### src/hw/rtl/mssd_pkg.sv
// ----------------------------------------------------------------------------
// mssd_pkg: shared types and constants of the Morse symbol stream decoder
// Payload structs, symbol and register codes, and the A..Z letter table.
// ----------------------------------------------------------------------------
package mssd_pkg;

  // Default for the number of dots/dashes collected per letter (4..6)
  localparam int unsigned MAX_ELEMENTS_DEF = 4;

  localparam int unsigned ZeroRunW   = 4;
  localparam logic [ZeroRunW-1:0] ZERO_RUN_MAX = 4'd15;

  localparam int unsigned LetterGapW = 3;
  localparam int unsigned WordGapW   = 4;
  localparam logic [LetterGapW-1:0] LETTER_GAP_RST = 3'd3;
  localparam logic [WordGapW-1:0]   WORD_GAP_RST   = 4'd7;

  localparam int unsigned CfgIndexW = 4;
  localparam int unsigned CfgDataW  = 8;
  localparam logic [CfgIndexW-1:0] CFG_LETTER_GAP = 4'd0;
  localparam logic [CfgIndexW-1:0] CFG_WORD_GAP   = 4'd1;

  localparam logic [1:0] SYM_GAP = 2'd0;

  localparam logic [6:0] CHAR_NONE  = 7'd0;
  localparam logic [6:0] CHAR_SPACE = 7'd32;

  typedef struct packed {
    logic [1:0] symbol;
    logic       last;
  } sym_t;

  typedef struct packed {
    logic [6:0] char_code;
    logic       error;
    logic       end_of_message;
  } res_t;

  localparam logic [6:0] LEN2_TAB [4] = '{7'h49, 7'h4E, 7'h41, 7'h4D};  // I N A M
  localparam logic [6:0] LEN3_TAB [8] = '{7'h53, 7'h44, 7'h52, 7'h47,   // S D R G
                                          7'h55, 7'h4B, 7'h57, 7'h4F};  // U K W O
  localparam logic [6:0] LEN4_TAB [16] = '{7'h48, 7'h42, 7'h4C, 7'h5A,  // H B L Z
                                           7'h46, 7'h43, 7'h50, 7'h00,  // F C P -
                                           7'h56, 7'h58, 7'h00, 7'h51,  // V X - Q
                                           7'h00, 7'h59, 7'h4A, 7'h00}; // - Y J -

  // Pattern bit i is element i, 1 = dash. Zero means no letter.
  function automatic logic [6:0] lookup_letter(input logic [2:0] len,
                                               input logic [3:0] pat);
    logic [6:0] ch;
    ch = CHAR_NONE;
    unique case (len)
      3'd1:    ch = pat[0] ? 7'h54 : 7'h45;  // T / E
      3'd2:    ch = LEN2_TAB[pat[1:0]];
      3'd3:    ch = LEN3_TAB[pat[2:0]];
      3'd4:    ch = LEN4_TAB[pat];
      default: ch = CHAR_NONE;
    endcase
    return ch;
  endfunction

endpackage

### src/hw/rtl/morse_symbol_stream_decoder_top.sv
// ----------------------------------------------------------------------------
// morse_symbol_stream_decoder_top: Morse symbol stream decoder
// Turns a stream of gap/dot/dash symbols into letters, spaces and errors.
// ----------------------------------------------------------------------------
//
//  channel | direction | handshake               | payload
//  --------+-----------+-------------------------+------------------------------
//  in      | input     | in_valid_i / in_ready_o  | in_data_i  (symbol, last)
//  out     | output    | out_valid_o / out_ready_i| out_data_o (char_code, error,
//          |           |                         |             end_of_message)
//  cfg     | input     | cfg_valid_i / cfg_ready_o| cfg_index_i, cfg_data_i
//
//  One symbol per cycle sustained unless a full result register stalls. A
//  symbol is held in the input register until the decode step takes it,
//  decoded in a single step against the pattern/gap-run state, and its result
//  (if any) is loaded into the result register when that step happens.
//  A symbol that produces no result still moves through the input register,
//  so a stalled consumer only blocks symbols that would produce a result.
//  Reset clears all decode state and sets letter gap = 3, word gap = 7.
//  Configuration transactions are always accepted and take effect once registered.
//
module morse_symbol_stream_decoder_top #(
  parameter int unsigned MaxElements = mssd_pkg::MAX_ELEMENTS_DEF
) (
  input  logic                             clk_i,
  input  logic                             rst_ni,
  input  logic                             in_valid_i,
  output logic                             in_ready_o,
  input  mssd_pkg::sym_t                   in_data_i,
  output logic                             out_valid_o,
  input  logic                             out_ready_i,
  output mssd_pkg::res_t                   out_data_o,
  input  logic                             cfg_valid_i,
  output logic                             cfg_ready_o,
  input  logic [mssd_pkg::CfgIndexW-1:0]   cfg_index_i,
  input  logic [mssd_pkg::CfgDataW-1:0]    cfg_data_i
);

  // configuration registers
  logic [mssd_pkg::LetterGapW-1:0] letter_gap_q, letter_gap_d;
  logic [mssd_pkg::WordGapW-1:0]   word_gap_q, word_gap_d;

  // input register to decode step
  logic           sym_valid;
  mssd_pkg::sym_t sym_data;
  logic           step;
  logic           emit;
  mssd_pkg::res_t res;

  assign cfg_ready_o = 1'b1;

  always_comb begin
    letter_gap_d = letter_gap_q;
    word_gap_d   = word_gap_q;
    if (cfg_valid_i) begin
      if (cfg_index_i == mssd_pkg::CFG_LETTER_GAP) begin
        letter_gap_d = cfg_data_i[mssd_pkg::LetterGapW-1:0];
      end else if (cfg_index_i == mssd_pkg::CFG_WORD_GAP) begin
        word_gap_d = cfg_data_i[mssd_pkg::WordGapW-1:0];
      end
    end
  end

  always_ff @(posedge clk_i or negedge rst_ni) begin
    if (!rst_ni) begin
      letter_gap_q <= mssd_pkg::LETTER_GAP_RST;
      word_gap_q   <= mssd_pkg::WORD_GAP_RST;
    end else begin
      letter_gap_q <= letter_gap_d;
      word_gap_q   <= word_gap_d;
    end
  end

  // The held symbol moves on unless it has a result and the result
  // register is full and not being drained this cycle.
  assign step = sym_valid && (!emit || !out_valid_o || out_ready_i);

  mssd_sym_reg u_sym_reg (
    .clk_i      (clk_i),
    .rst_ni     (rst_ni),
    .in_valid_i (in_valid_i),
    .in_ready_o (in_ready_o),
    .in_data_i  (in_data_i),
    .step_i     (step),
    .valid_o    (sym_valid),
    .data_o     (sym_data)
  );

  mssd_core #(
    .MaxElements (MaxElements)
  ) u_core (
    .clk_i        (clk_i),
    .rst_ni       (rst_ni),
    .step_i       (step),
    .sym_i        (sym_data),
    .letter_gap_i (letter_gap_q),
    .word_gap_i   (word_gap_q),
    .emit_o       (emit),
    .res_o        (res)
  );

  mssd_out_reg u_out_reg (
    .clk_i       (clk_i),
    .rst_ni      (rst_ni),
    .load_i      (step && emit),
    .data_i      (res),
    .out_valid_o (out_valid_o),
    .out_ready_i (out_ready_i),
    .out_data_o  (out_data_o)
  );

endmodule

### src/hw/rtl/mssd_sym_reg.sv
// ----------------------------------------------------------------------------
// mssd_sym_reg: input register
// Holds one accepted symbol until the decode step consumes it.
// ----------------------------------------------------------------------------
module mssd_sym_reg (
  input  logic            clk_i,
  input  logic            rst_ni,
  input  logic            in_valid_i,
  output logic            in_ready_o,
  input  mssd_pkg::sym_t  in_data_i,
  input  logic            step_i,
  output logic            valid_o,
  output mssd_pkg::sym_t  data_o
);

  logic           valid_q, valid_d;
  mssd_pkg::sym_t data_q;
  logic           load;

  assign in_ready_o = !valid_q || step_i;
  assign load       = in_valid_i && in_ready_o;
  assign valid_d    = load ? 1'b1 : (step_i ? 1'b0 : valid_q);

  always_ff @(posedge clk_i or negedge rst_ni) begin
    if (!rst_ni) begin
      valid_q <= 1'b0;
    end else begin
      valid_q <= valid_d;
    end
  end

  always_ff @(posedge clk_i) begin
    if (load) begin
      data_q <= in_data_i;
    end
  end

  assign valid_o = valid_q;
  assign data_o  = data_q;

endmodule

### src/hw/rtl/mssd_core.sv
// ----------------------------------------------------------------------------
// mssd_core: decode state and single-step update
// Collects elements, counts the gap run, looks up letters and forms results.
// ----------------------------------------------------------------------------
module mssd_core #(
  parameter int unsigned MaxElements = mssd_pkg::MAX_ELEMENTS_DEF
) (
  input  logic                                 clk_i,
  input  logic                                 rst_ni,
  input  logic                                 step_i,
  input  mssd_pkg::sym_t                       sym_i,
  input  logic [mssd_pkg::LetterGapW-1:0]      letter_gap_i,
  input  logic [mssd_pkg::WordGapW-1:0]        word_gap_i,
  output logic                                 emit_o,
  output mssd_pkg::res_t                       res_o
);

  localparam int unsigned LenW = $clog2(MaxElements + 1);
  localparam int unsigned IdxW = $clog2(MaxElements);

  logic [MaxElements-1:0]         pattern_q, pattern_d;
  logic [LenW-1:0]                length_q, length_d;
  logic                           too_long_q, too_long_d;
  logic [mssd_pkg::ZeroRunW-1:0]  zero_run_q, zero_run_d;
  logic                           error_seen_q, error_seen_d;

  // after the element/gap update, before any clearing
  logic [MaxElements-1:0]         pat_upd;
  logic [LenW-1:0]                len_upd;
  logic                           tl_upd;
  logic [mssd_pkg::ZeroRunW-1:0]  zr_inc;
  logic [2:0]                     len_lut;
  logic [6:0]                     letter;
  logic [6:0]                     ch;
  logic                           have;

  always_comb begin
    pat_upd = pattern_q;
    len_upd = length_q;
    tl_upd  = too_long_q;
    if (sym_i.symbol != mssd_pkg::SYM_GAP) begin
      if (length_q < LenW'(MaxElements)) begin
        // bit 1 set: dash (code three counts as a dash too)
        pat_upd[length_q[IdxW-1:0]] = sym_i.symbol[1];
        len_upd = length_q + LenW'(1);
      end else begin
        tl_upd = 1'b1;
      end
    end
  end

  assign len_lut = (len_upd <= LenW'(4)) ? len_upd[2:0] : 3'd0;
  assign letter  = tl_upd ? mssd_pkg::CHAR_NONE
                          : mssd_pkg::lookup_letter(len_lut, pat_upd[3:0]);
  assign zr_inc  = zero_run_q + mssd_pkg::ZeroRunW'(1);

  always_comb begin
    pattern_d    = pat_upd;
    length_d     = len_upd;
    too_long_d   = tl_upd;
    zero_run_d   = zero_run_q;
    error_seen_d = error_seen_q;
    have         = 1'b0;
    ch           = mssd_pkg::CHAR_NONE;

    if (error_seen_q) begin
      pattern_d  = pattern_q;
      length_d   = length_q;
      too_long_d = too_long_q;
      have       = sym_i.last;
    end else begin
      if (sym_i.symbol != mssd_pkg::SYM_GAP) begin
        zero_run_d = '0;
      end else if (zero_run_q != mssd_pkg::ZERO_RUN_MAX) begin
        zero_run_d = zr_inc;
        if (zr_inc == mssd_pkg::ZeroRunW'(letter_gap_i)) begin
          ch         = letter;
          have       = 1'b1;
          pattern_d  = '0;
          length_d   = '0;
          too_long_d = 1'b0;
        end else if (zr_inc == word_gap_i) begin
          ch   = mssd_pkg::CHAR_SPACE;
          have = 1'b1;
        end
      end
      if (sym_i.last && !have) begin
        ch   = letter;
        have = 1'b1;
      end
      if (have && !sym_i.last && (ch == mssd_pkg::CHAR_NONE)) begin
        error_seen_d = 1'b1;
      end
    end

    // end of message: back to a clean slate
    if (sym_i.last) begin
      pattern_d    = '0;
      length_d     = '0;
      too_long_d   = 1'b0;
      zero_run_d   = '0;
      error_seen_d = 1'b0;
    end
  end

  always_ff @(posedge clk_i or negedge rst_ni) begin
    if (!rst_ni) begin
      pattern_q    <= '0;
      length_q     <= '0;
      too_long_q   <= 1'b0;
      zero_run_q   <= '0;
      error_seen_q <= 1'b0;
    end else if (step_i) begin
      pattern_q    <= pattern_d;
      length_q     <= length_d;
      too_long_q   <= too_long_d;
      zero_run_q   <= zero_run_d;
      error_seen_q <= error_seen_d;
    end
  end

  assign emit_o               = have;
  assign res_o.char_code      = ch;
  assign res_o.error          = (ch == mssd_pkg::CHAR_NONE);
  assign res_o.end_of_message = sym_i.last;

  // an error is only latched at a letter gap, which empties the pattern
  a_err_empty: assert property (@(posedge clk_i) disable iff (!rst_ni)
    error_seen_q |-> (length_q == '0) && !too_long_q)
    else $error("error flag set with a pending pattern");

  a_len_bound: assert property (@(posedge clk_i) disable iff (!rst_ni)
    length_q <= LenW'(MaxElements))
    else $error("element count beyond maximum");

  a_too_long_full: assert property (@(posedge clk_i) disable iff (!rst_ni)
    too_long_q |-> (length_q == LenW'(MaxElements)))
    else $error("overflow flag without a full pattern");

  a_last_clears: assert property (@(posedge clk_i) disable iff (!rst_ni)
    (step_i && sym_i.last) |=> (zero_run_q == '0) && !error_seen_q)
    else $error("state not cleared after last symbol");

endmodule

### src/hw/rtl/mssd_out_reg.sv
// ----------------------------------------------------------------------------
// mssd_out_reg: result register
// Holds one result until the consumer takes it.
// ----------------------------------------------------------------------------
module mssd_out_reg (
  input  logic            clk_i,
  input  logic            rst_ni,
  input  logic            load_i,
  input  mssd_pkg::res_t  data_i,
  output logic            out_valid_o,
  input  logic            out_ready_i,
  output mssd_pkg::res_t  out_data_o
);

  logic           valid_q, valid_d;
  mssd_pkg::res_t data_q;

  assign valid_d = load_i ? 1'b1 : (out_ready_i ? 1'b0 : valid_q);

  always_ff @(posedge clk_i or negedge rst_ni) begin
    if (!rst_ni) begin
      valid_q <= 1'b0;
    end else begin
      valid_q <= valid_d;
    end
  end

  always_ff @(posedge clk_i) begin
    if (load_i) begin
      data_q <= data_i;
    end
  end

  assign out_valid_o = valid_q;
  assign out_data_o  = data_q;

endmodule
### config.mk
export PLATFORM = sky130hd
export DESIGN_NAME = morse_symbol_stream_decoder_top
export DESIGN_NICKNAME = d
export VERILOG_FILES = /design/src/hw/rtl/mssd_pkg.sv /design/src/hw/rtl/morse_symbol_stream_decoder_top.sv /design/src/hw/rtl/mssd_sym_reg.sv /design/src/hw/rtl/mssd_core.sv /design/src/hw/rtl/mssd_out_reg.sv
export SDC_FILE = /design/constraint.sdc
export NUM_CORES = 1
export LEC_CHECK = 0
export ABC_AREA = 0
export BUFFER_PORTS_ARGS = -buffer_cell sky130_fd_sc_hd__buf_2
export CORE_MARGIN = 3
export CORE_UTILIZATION = 62
export CTS_CLUSTER_SIZE = 16
export DETAILED_ROUTE_END_ITERATION = 7
export PLACE_DENSITY = 0.87
export RECOVER_POWER = 25
export SLEW_MARGIN = 20
export SYNTH_ARGS = -nofsm -noshare
export SYNTH_HDL_FRONTEND = slang
export SYNTH_SLANG_ARGS = --single-unit
### constraint.sdc
create_clock -name clk_i -period 4.1 [get_ports clk_i]
set_input_delay 0.82 -clock clk_i [delete_from_list [all_inputs] [get_ports clk_i]]
set_output_delay 0.82 -clock clk_i [all_outputs]
set_load 0.005 [all_outputs]
==> results of run 1 <==
==> state kept, by name, summed over array words and instances (netlist names) <==
| name | cells |
|---|---|
| u_out_reg.out_data_o | 9 |
| u_core.pattern_q | 4 |
| u_core.zero_run_q | 4 |
| word_gap_q | 4 |
| letter_gap_q | 3 |
| u_core.length_q | 3 |
| u_sym_reg.data_o | 3 |
| u_core.error_seen_q | 1 |
| u_core.too_long_q | 1 |
| u_out_reg.out_valid_o | 1 |
| u_sym_reg.valid_o | 1 |
==> cells by family after synthesis <==
family	Yosys count	synth area share, %
AO/OA/AOI/OAI	63	19.81
XOR/XNOR	11	4.089
adder cells (fa/ha/maj)	12	6.373
buffers and inverters	23	4.938
flip-flops	34	38.93
multiplexers	14	7.116
other	1	0.1592
AND/OR/NAND/NOR	81	18.59
==> placed cells by master, fill, tap and decap left out, drive strengths merged, types with 3 or more instances in the layout <==
master / netlist / final
ha: 12 / 12
nand3b: 5 / 5
inv: 14 / 14
nand3: 8 / 8
buf: 8 / 28
xor2: 5 / 5
nand4: 6 / 6
edfxtp: 12 / 12
mux2i: 5 / 5
dfstp: 5 / 5
nor3: 6 / 6
o31ai: 5 / 5
dfrtp: 17 / 17
xnor2: 6 / 6
a21oi: 11 / 11
nor2b: 5 / 5
o22ai: 3 / 3
mux2: 9 / 9
a31oi: 3 / 3
clkbuf: 1 / 6
o21ai: 18 / 18
or2: 4 / 4
o211ai: 3 / 3
nand2: 18 / 18
a211oi: 6 / 6
nor2: 18 / 18
==> area by class of cell <==
type,count,area [um2]
clock buffer,5,68.82
clock inverter,3,68.82
fill,250,855.8
inverter,14,52.55
multi-input combinational,182,1323
sequential,34,917.1
tap,46,57.56
timing repair buffer,29,151.4
==> where the power goes <==
part | internal (mW) | total [mW] | switching (mW) | leakage [nW]
clock | 0.244 | 0.374 | 0.131 | 0.0683
combinational | 0.250 | 0.613 | 0.362 | 0.630
sequential | 0.424 | 0.474 | 0.0501 | 0.394
total | 0.918 | 1.46 | 0.543 | 1.09
==> layer usage <==
metal / vias to the layer above / global-route usage, % / part of all wire [%]
met5: - / 0 / 0
met3: 13 / 6.156 / 7.8
met4: 0 / 11.14 / 1.8
met1: 967 / 31.09 / 40
li1: 932 / - / -
met2: 113 / 44.47 / 51
==> worst max path at each step <==
stage                               from                 endpoint  slack, ns  depth (start not counted)
floorplan           u_core.zero_run_q[0]  u_out_reg.out_data_o[0]       1.45                          9
global placement      u_core.length_q[0]  u_out_reg.out_data_o[1]       1.16                         12
detailed placement    u_core.length_q[0]  u_out_reg.out_data_o[1]       1.10                         12
CTS                 u_core.zero_run_q[0]               in_ready_o       0.84                          8
global route        u_core.zero_run_q[0]               in_ready_o       0.56                          8
finish              u_core.zero_run_q[0]               in_ready_o       0.84                          8
==> synthesized netlist by cell type (3+ instances only) <==
cell type and n:
a211oi_1 6, a21oi_1 10, a31oi_1 3, buf_2 3, buf_4 3, dfrtp_1 17, dfstp_2 5, edfxtp_1 12
ha_1 12, inv_1 14, mux2_2 8, mux2i_1 4, nand2_1 17, nand3_1 8, nand3b_1 5, nand4_1 6
nor2_1 17, nor2b_1 5, nor3_1 5, o211ai_1 3, o21ai_0 15, o21ai_1 3, o22ai_1 3, o31ai_2 4
xnor2_1 6, xor2_1 5
==> worst max-delay path, delay by kind of cell (launching register included) <==
| kind | cells | cell delay [ns] |
|---|---|---|
| AOI/OAI and AO/OA | 2 | 0.48 |
| DFF | 1 | 0.45 |
| and+or+nand+nor | 2 | 0.45 |
| adders and majority gates | 1 | 0.38 |
| xor gates and xnor gates | 1 | 0.20 |
| buffers and inverters | 2 | 0.20 |
==> run metrics, run 1 <==
Clock Pin Slew Worst Setup and Hold Paths=around 0.06 ns; initial antenna violation count=0; Post-Layout Cell Count=between 300 and 400; Yosys reg bits=34; FMAX=306.6 MHz; Routed Antenna Nets=0; worst-path maximum fanout=6; Synth Net Count=271; vias in the first global route=1882; Rows=21; hold path startpoint=u_core.pattern_q[1]; Final min period=around 3.3 ns; Leakage=1.093 nW; Initial Util=67.42%; Setup Fix Bufs, Post-CTS=0; clk root buf=clkbuf_8; top cell type's share of synthesized area=18.06%; status=complete, no violations; type of the worst min-delay path=reg2reg; CTS sink count=34; DP Wirelength=between 3000 and 4000 um; critical path endpoint category=output pin; worst-path cell chain=ha_1 -> xnor2_1 -> nand4_1 -> nor3_4 -> o21ai_0 -> a211oi_1 -> inv_1 -> buf_2; first-pass GRT wire length=8783 um; via count=a little over 2000; post-synthesis cell type count=between 50 and 60; total wire length=between 5000 and 6000 um; Power Total=approximately 1.5 mW; r2r setup slk=1.02 ns; Final Cell Area=about 2600 um2; Fin. Hold Viols=0; Antenna Diode Count=0; Die X=67.65 um; Setup Skew=0.01071 ns; cell count after synthesis=around 240; critical path required time=~3.3 ns; Final Util=between 70% and 80%; Yosys top cell by area=dfrtp_1; nets=approximately 300; Crit Reg-Reg Endpoint=u_core.error_seen_q; CTS Hold Bufs=0; Slew HR=19.84%; PostCTS Resize Cnt=0; Worst VDD drop=0.3964 mV; Post-synth EDFFs=12; CP startpoint kind=flop; dpl cell area=between 2000 and 3000 um2; Syn Area/Cell=~9.9 um2; Skew-Pair Late Insertion Delay=between 0.2 and 0.3 ns; deepest clock path buffer count=2; TritonCTS clock tree=built; setup ws final=0.8381 ns; Die Span Y=between 60 and 70 um; Hold WS=0.4849 ns; Initial DRC Count=between 200 and 250; period utilisation layout=about four fifths; Critical R2R Launch=u_core.length_q[0]; synth-to-layout area growth=12.00%; share of cells above drive strength 1=about a quarter; Place WS=1.103 ns; Worst Hold Endpoint=u_core.pattern_q[1]; Routed wire per std cell=approximately 17 um; post-synthesis instance area=2356 um2; power per cell area=approximately 550 nW/um2; Worst Reg-to-Reg Cells=12; Seq/Total Area, Yosys=between 30% and 40%; hold depth=2; Pre-Repair DR Iteration Count=5; Slew @ Worst Pin=about 1.2 ns; CTS HTree Levels=2; I/O Buffers=26; Die ar.=about 4600 um2; RSZ-0062 raised after global routing=false; GP Congestion=slightly below 0.9; Final Max Tran Viols=0; Async S/R FF share, synth=between 60% and 70%; # DRC=0; CTS buffer count=5; Post-Place Cells=between 300 and 400; top cells by area, synth=dfrtp_1 (18%), edfxtp_1 (15%), ha_1 (6.4%); Total Routing Usage GR=between 20% and 30%; top_reg_cell synth=dfrtp_1; YS warnings=0; IO Count=32; CP peak stage delay=~0.45 ns; largest net degree at the start of global routing=23; Core ar.=between 3000 and 4000 um2; WS Path Type=reg2out; Vias/cell=approximately 6.5; Worst path slowest cell=dfrtp_1; # setup viols final=0; TNS Setup=0 ns; Max-Cap Viols=0; Worst Path Arrival=around 2.4 ns; grt total ovfl=0
(Power assumes the default switching activity.)
==> run 2, diff against run 1 <==
CORE_UTILIZATION = 58   (was 62)
PLACE_DENSITY = 0.82   (was 0.87)
clock period = 3.25 ns   (was 4.1 ns; I/O delays follow)
==> run metrics, run 2 (synthesis gave the netlist of run 1 again) <==
most frequent cells in the layout=buf_2 (25), nor2_1 (17), nand2_1 (17), dfrtp_1 (17), o21ai_0 (15); Initial Util=between 60% and 70%; synth-to-layout area growth=12.21%; Routed wire per std cell=between 15 and 20 um; Max-Cap Viols=0; share of cells above drive strength 1=around 27%; Die Span Y=roughly 70 um; grt total ovfl=0; Die X=roughly 70 um; Final Util=~70%; largest net degree at the start of global routing=23; Core ar.=approximately 3800 um2; worst-path maximum fanout=6; Routed Antenna Nets=0; Total Routing Usage GR=about a fifth; Pre-Repair DR Iteration Count=4; Vias/cell=roughly 6.1; total wire length=just over 5000 um; Final min period=3.012 ns; CTS sink count=34; GP Congestion=approximately 0.94; Max Used Layer=met4; power per cell area=approximately 640 nW/um2; Top delay family on crit path=flip-flops; Worst path slowest cell=dfrtp_1; Antenna Diode Count=0; CTS buffer count=5; DP Wirelength=3864 um; via count=approximately 2000; CP startpoint kind=flop; first-pass GRT wire length=8418 um; Skew-Pair Late Insertion Delay=slightly below 0.3 ns; Final Max Tran Viols=0; vias in the first global route=between 1500 and 2000; deepest clock path buffer count=2; Slew @ Worst Pin=~1.2 ns; period utilisation layout=between 90% and 100%; Initial DRC Count=between 100 and 150; I/O Buffers=26; Post-Layout Cell Count=around 320; CTS HTree Levels=2; TNS Setup=0 ns; Setup Skew=0.01255 ns; worst-path cell chain=ha_1 -> xnor2_1 -> xnor2_1 -> nor3_4 -> o21ai_0 -> a211oi_2 -> inv_1 -> buf_2; Rows=22; IO Count=32; TritonCTS clock tree=built; Fillers=roughly 290; max reg flops=9; status=complete, no violations; critical path endpoint category=output pin; Die ar.=between 4000 and 5000 um2; FMAX=332.0 MHz; Critical path buffers and inverters=2; Slew HR=about 18%; CP peak stage delay=between 0.4 and 0.5 ns; type of the worst min-delay path=reg2reg; DRT met1 WL=between 2000 and 2500 um; DR WL met3=just over 300 um; Leakage=roughly 1.1 nW; Hold WS=around 0.49 ns; met2 routed WL=2528 um; nets=just over 300; Worst Path Arrival=~2.4 ns; Post-Place Cells=between 300 and 400; RSZ-0062 raised after global routing=false; WS Path Type=reg2out; most common cell after layout, fill and taps aside=buf_2; Worst VDD drop=0.3461 mV; initial antenna violation count=0; Fin. Hold Viols=0; clk root buf=clkbuf_8; # setup viols final=0; critical path required time=~2.6 ns; most frequent CP cell=xnor2_1; # DRC=0; Clock Pin Slew Worst Setup and Hold Paths=roughly 0.07 ns
## run 2: per-layer routing
| layer | up-vias | global-route usage (%) |
|---|---|---|
| met1 | 922 | 27.86 |
| li1 | 945 | - |
| met4 | 0 | 8.298 |
| met3 | 14 | 2.754 |
| met5 | - | 0 |
| met2 | 76 | 35.81 |
## run 2: cell type report
type / count / area (um2) / share of cell area, %
multi-input combinational: 182 / 1328 / 50.21
sequential: 34 / 917.1 / 34.69
timing repair buffer: 36 / 203.9 / 7.714
clock buffer: 6 / 72.57 / 2.745
tap: 48 / 60.06 / 2.272
inverter: 14 / 52.55 / 1.988
clock inverter: 2 / 10.01 / 0.3786
## run 2: timing repair
item	CTS	global route
hold buffers	0	0
setup buffers	0	0
gates resized for setup	0	1
endpoints found under the setup margin	0	1
## run 2: worst reg2reg max path: cells and delay by family (launching register included)
family	cells	cell delay, ns
compound gates	6	1.27
fa+ha+maj	2	0.42
buf+inv	2	0.33
flops	1	0.45
simple gates	2	0.26
## run 2: power by group
part           switching, mW  internal (mW)
registers             0.0486          0.535
logic                  0.462          0.330
clock network          0.155          0.148
total                  0.666           1.01
## run 2: final timing paths
check                                      from                       to  slack (ns)  depth (start not counted)
max in group asynchronous                rst_ni      u_core.pattern_q[3]        1.90                          1
min reg2reg                 u_core.pattern_q[1]      u_core.pattern_q[1]        0.49                          2
min                         u_core.pattern_q[1]      u_core.pattern_q[1]        0.49                          2
max reg2reg                  u_core.length_q[1]  u_out_reg.out_data_o[1]        0.30                         12
min in group asynchronous                rst_ni      u_core.pattern_q[0]        0.60                          1
max                        u_core.zero_run_q[0]               in_ready_o        0.24                          8
## run 2: stage by stage
stage	instance area, um2	power, mW	setup slack [ns]
2_1_floorplan	2356	1.174	0.6048
3_3_place_gp	2557	1.342	0.4081
3_5_place_dp	2557	1.370	0.3270
4_1_cts	2640	1.674	0.1079
5_1_grt	2644	1.790	0.003185
6_report	2644	1.680	0.2377
==> run 3, diff against run 2 <==
clock period = 3.39 ns   (was 3.25 ns; I/O delays follow)
==> run metrics, run 3 (synthesis gave the netlist of run 1 again) <==
critical path endpoint category=output pin; logic gate share of total power=approximately two fifths; RSZ-0062 raised after global routing=false; CP startpoint kind=flop; Vias/cell=around 6; deepest clock path buffer count=2; max reg flops=9; Place WS=slightly above 0.4 ns; Die ar.=~4900 um2; Worst path slowest cell=dfrtp_1; GRT busiest layer=met2; Worst VDD drop=between 0.4 and 0.5 mV; Core ar.=3799 um2; worst-path maximum fanout=6; Skew-Pair Late Insertion Delay=approximately 0.29 ns; Slew HR=around a fifth; Clk network pwr share=around 26%; IO Count=32; Final Max Tran Viols=0; grt met1 use=30.44%; Routed Antenna Nets=0; P_int=1.112 mW; largest net degree at the start of global routing=23; FMAX=318.8 MHz; GR Util met2=between 30% and 40%; CTS sink count=34; Total Routing Usage GR=21.63%; nets=300; Critical path buffers and inverters=2; Power Total=roughly 1.7 mW; TNS Setup=0 ns; critical path required time=around 2.7 ns; switching power=0.6375 mW; # DRC=0; GP Congestion=between 0.8 and 0.9; Post-Place Cells=309; share of cells above drive strength 1=26.02%; Initial Util=between 60 and 70%; type of the worst min-delay path=reg2reg; Worst Path Arrival=2.46 ns; Post-Layout Cell Count=around 320; first-pass GRT wire length=approximately 8500 um; worst-path cell chain=ha_1 -> xnor2_1 -> xnor2_1 -> nor3_4 -> o21ai_0 -> a211oi_2 -> inv_1 -> buf_2; Leakage=roughly 1.1 nW; CP peak stage delay=~0.45 ns; WS Path Type=reg2out; most common cell after layout, fill and taps aside=buf_2; clk root buf=clkbuf_8; via count=~2000; Rows=22; power per cell area=657.5 nW/um2; most frequent CP cell=xnor2_1; most frequent cells in the layout=buf_2 (25), nor2_1 (17), nand2_1 (17), dfrtp_1 (17), o21ai_0 (15); period utilisation layout=92.52%; vias in the first global route=1788; Slew @ Worst Pin=roughly 1.2 ns; Die X=about 70 um; grt total ovfl=0; DP Wirelength=approximately 3700 um; CTS buffer count=5; met3 GRT Util=just over 5%; Final min period=~3.1 ns; Fin. Hold Viols=0; initial antenna violation count=0; Routed wire per std cell=around 16 um; setup ws final=roughly 0.25 ns; Initial DRC Count=208; Antenna Diode Count=0; Max-Cap Viols=0; CTS Hold Bufs=0; Clock Pin Slew Worst Setup and Hold Paths=around 0.07 ns; Die Span Y=around 70 um; Top delay family on crit path=compound AO/OA/AOI/OAI gates; synth-to-layout area growth=12.96%; Pre-Repair DR Iteration Count=5; status=complete, no violations; Seq pwr share=approximately a third; TritonCTS clock tree=built; I/O Buffers=26; Setup Skew=approximately 0.0067 ns; Sw Ratio=a little over a third; CTS HTree Levels=2; total wire length=around 5000 um; # setup viols final=0
==> run 3: changes by cell type in the layout (fill, tap and decap cells not counted), sizes merged <==
cell,before,now
buf,35,30
bufinv,0,2
clkbuf,7,6
clkinv,2,1
==> run 3: worst paths after layout <==
path,startpoint,end,slack (ns),depth (start not counted)
min in group asynchronous,rst_ni,u_core.pattern_q[0],0.62,1
max reg2reg,u_core.length_q[0],u_out_reg.out_data_o[1],0.35,12
min reg2reg,u_core.pattern_q[1],u_core.pattern_q[1],0.49,2
max in group asynchronous,rst_ni,u_core.zero_run_q[2],2.05,1
min,u_core.pattern_q[1],u_core.pattern_q[1],0.49,2
max,u_core.zero_run_q[0],in_ready_o,0.25,8
==> run 3: cell type report <==
class / instances / area [um2]
clock buffers: 5 / 68.82
clock inverters: 3 / 68.82
fillers: 299 / 1137
inverters: 14 / 52.55
multi-input cells: 182 / 1328
flip-flops and latches: 34 / 917.1
well taps: 48 / 60.06
repair buffers: 31 / 166.4
==> run 3: per-stage QoR <==
stage / area, um2 / util, % / hold slack, ns
6_report: 2661 / 70.06 / 0.4920
4_1_cts: 2658 / 69.96 / 0.3577
3_3_place_gp: 2520 / 66.34 / 0.4673
2_1_floorplan: 2356 / - / 0.3824
5_1_grt: 2661 / 70.06 / 0.5315
3_5_place_dp: 2520 / 66.34 / 0.4818
==> run 3: timing repair <==
item,in CTS,in global routing
endpoints found under the hold margin,0,0
setup buffers,0,0
endpoints found under the setup margin,0,1
gates resized for setup,0,1
==> run 3: worst reg2reg max path: cells and delay by family (launching register included) <==
kind	cells	cell delay, ns
buf+inv	2	0.33
simple gates	2	0.21
fa+ha+maj	2	0.47
flops	1	0.51
compound gates	6	1.26
==> run 3: metal layers <==
metal	share of wire, %	wire length, um
met5	0	0
met2	48	2372
met1	45	2222
met3	5.8	287
met4	1.8	87
==> run 3: power groups by stage <==
stage | Sequential (mW) | Clock [mW] | Combinational [mW]
2_1_floorplan | 0.564 | 0 | 0.561
3_3_place_gp | 0.577 | 0 | 0.696
3_5_place_dp | 0.580 | 0 | 0.717
4_1_cts | 0.572 | 0.456 | 0.721
5_1_grt | 0.581 | 0.475 | 0.811
6_report | 0.572 | 0.449 | 0.729
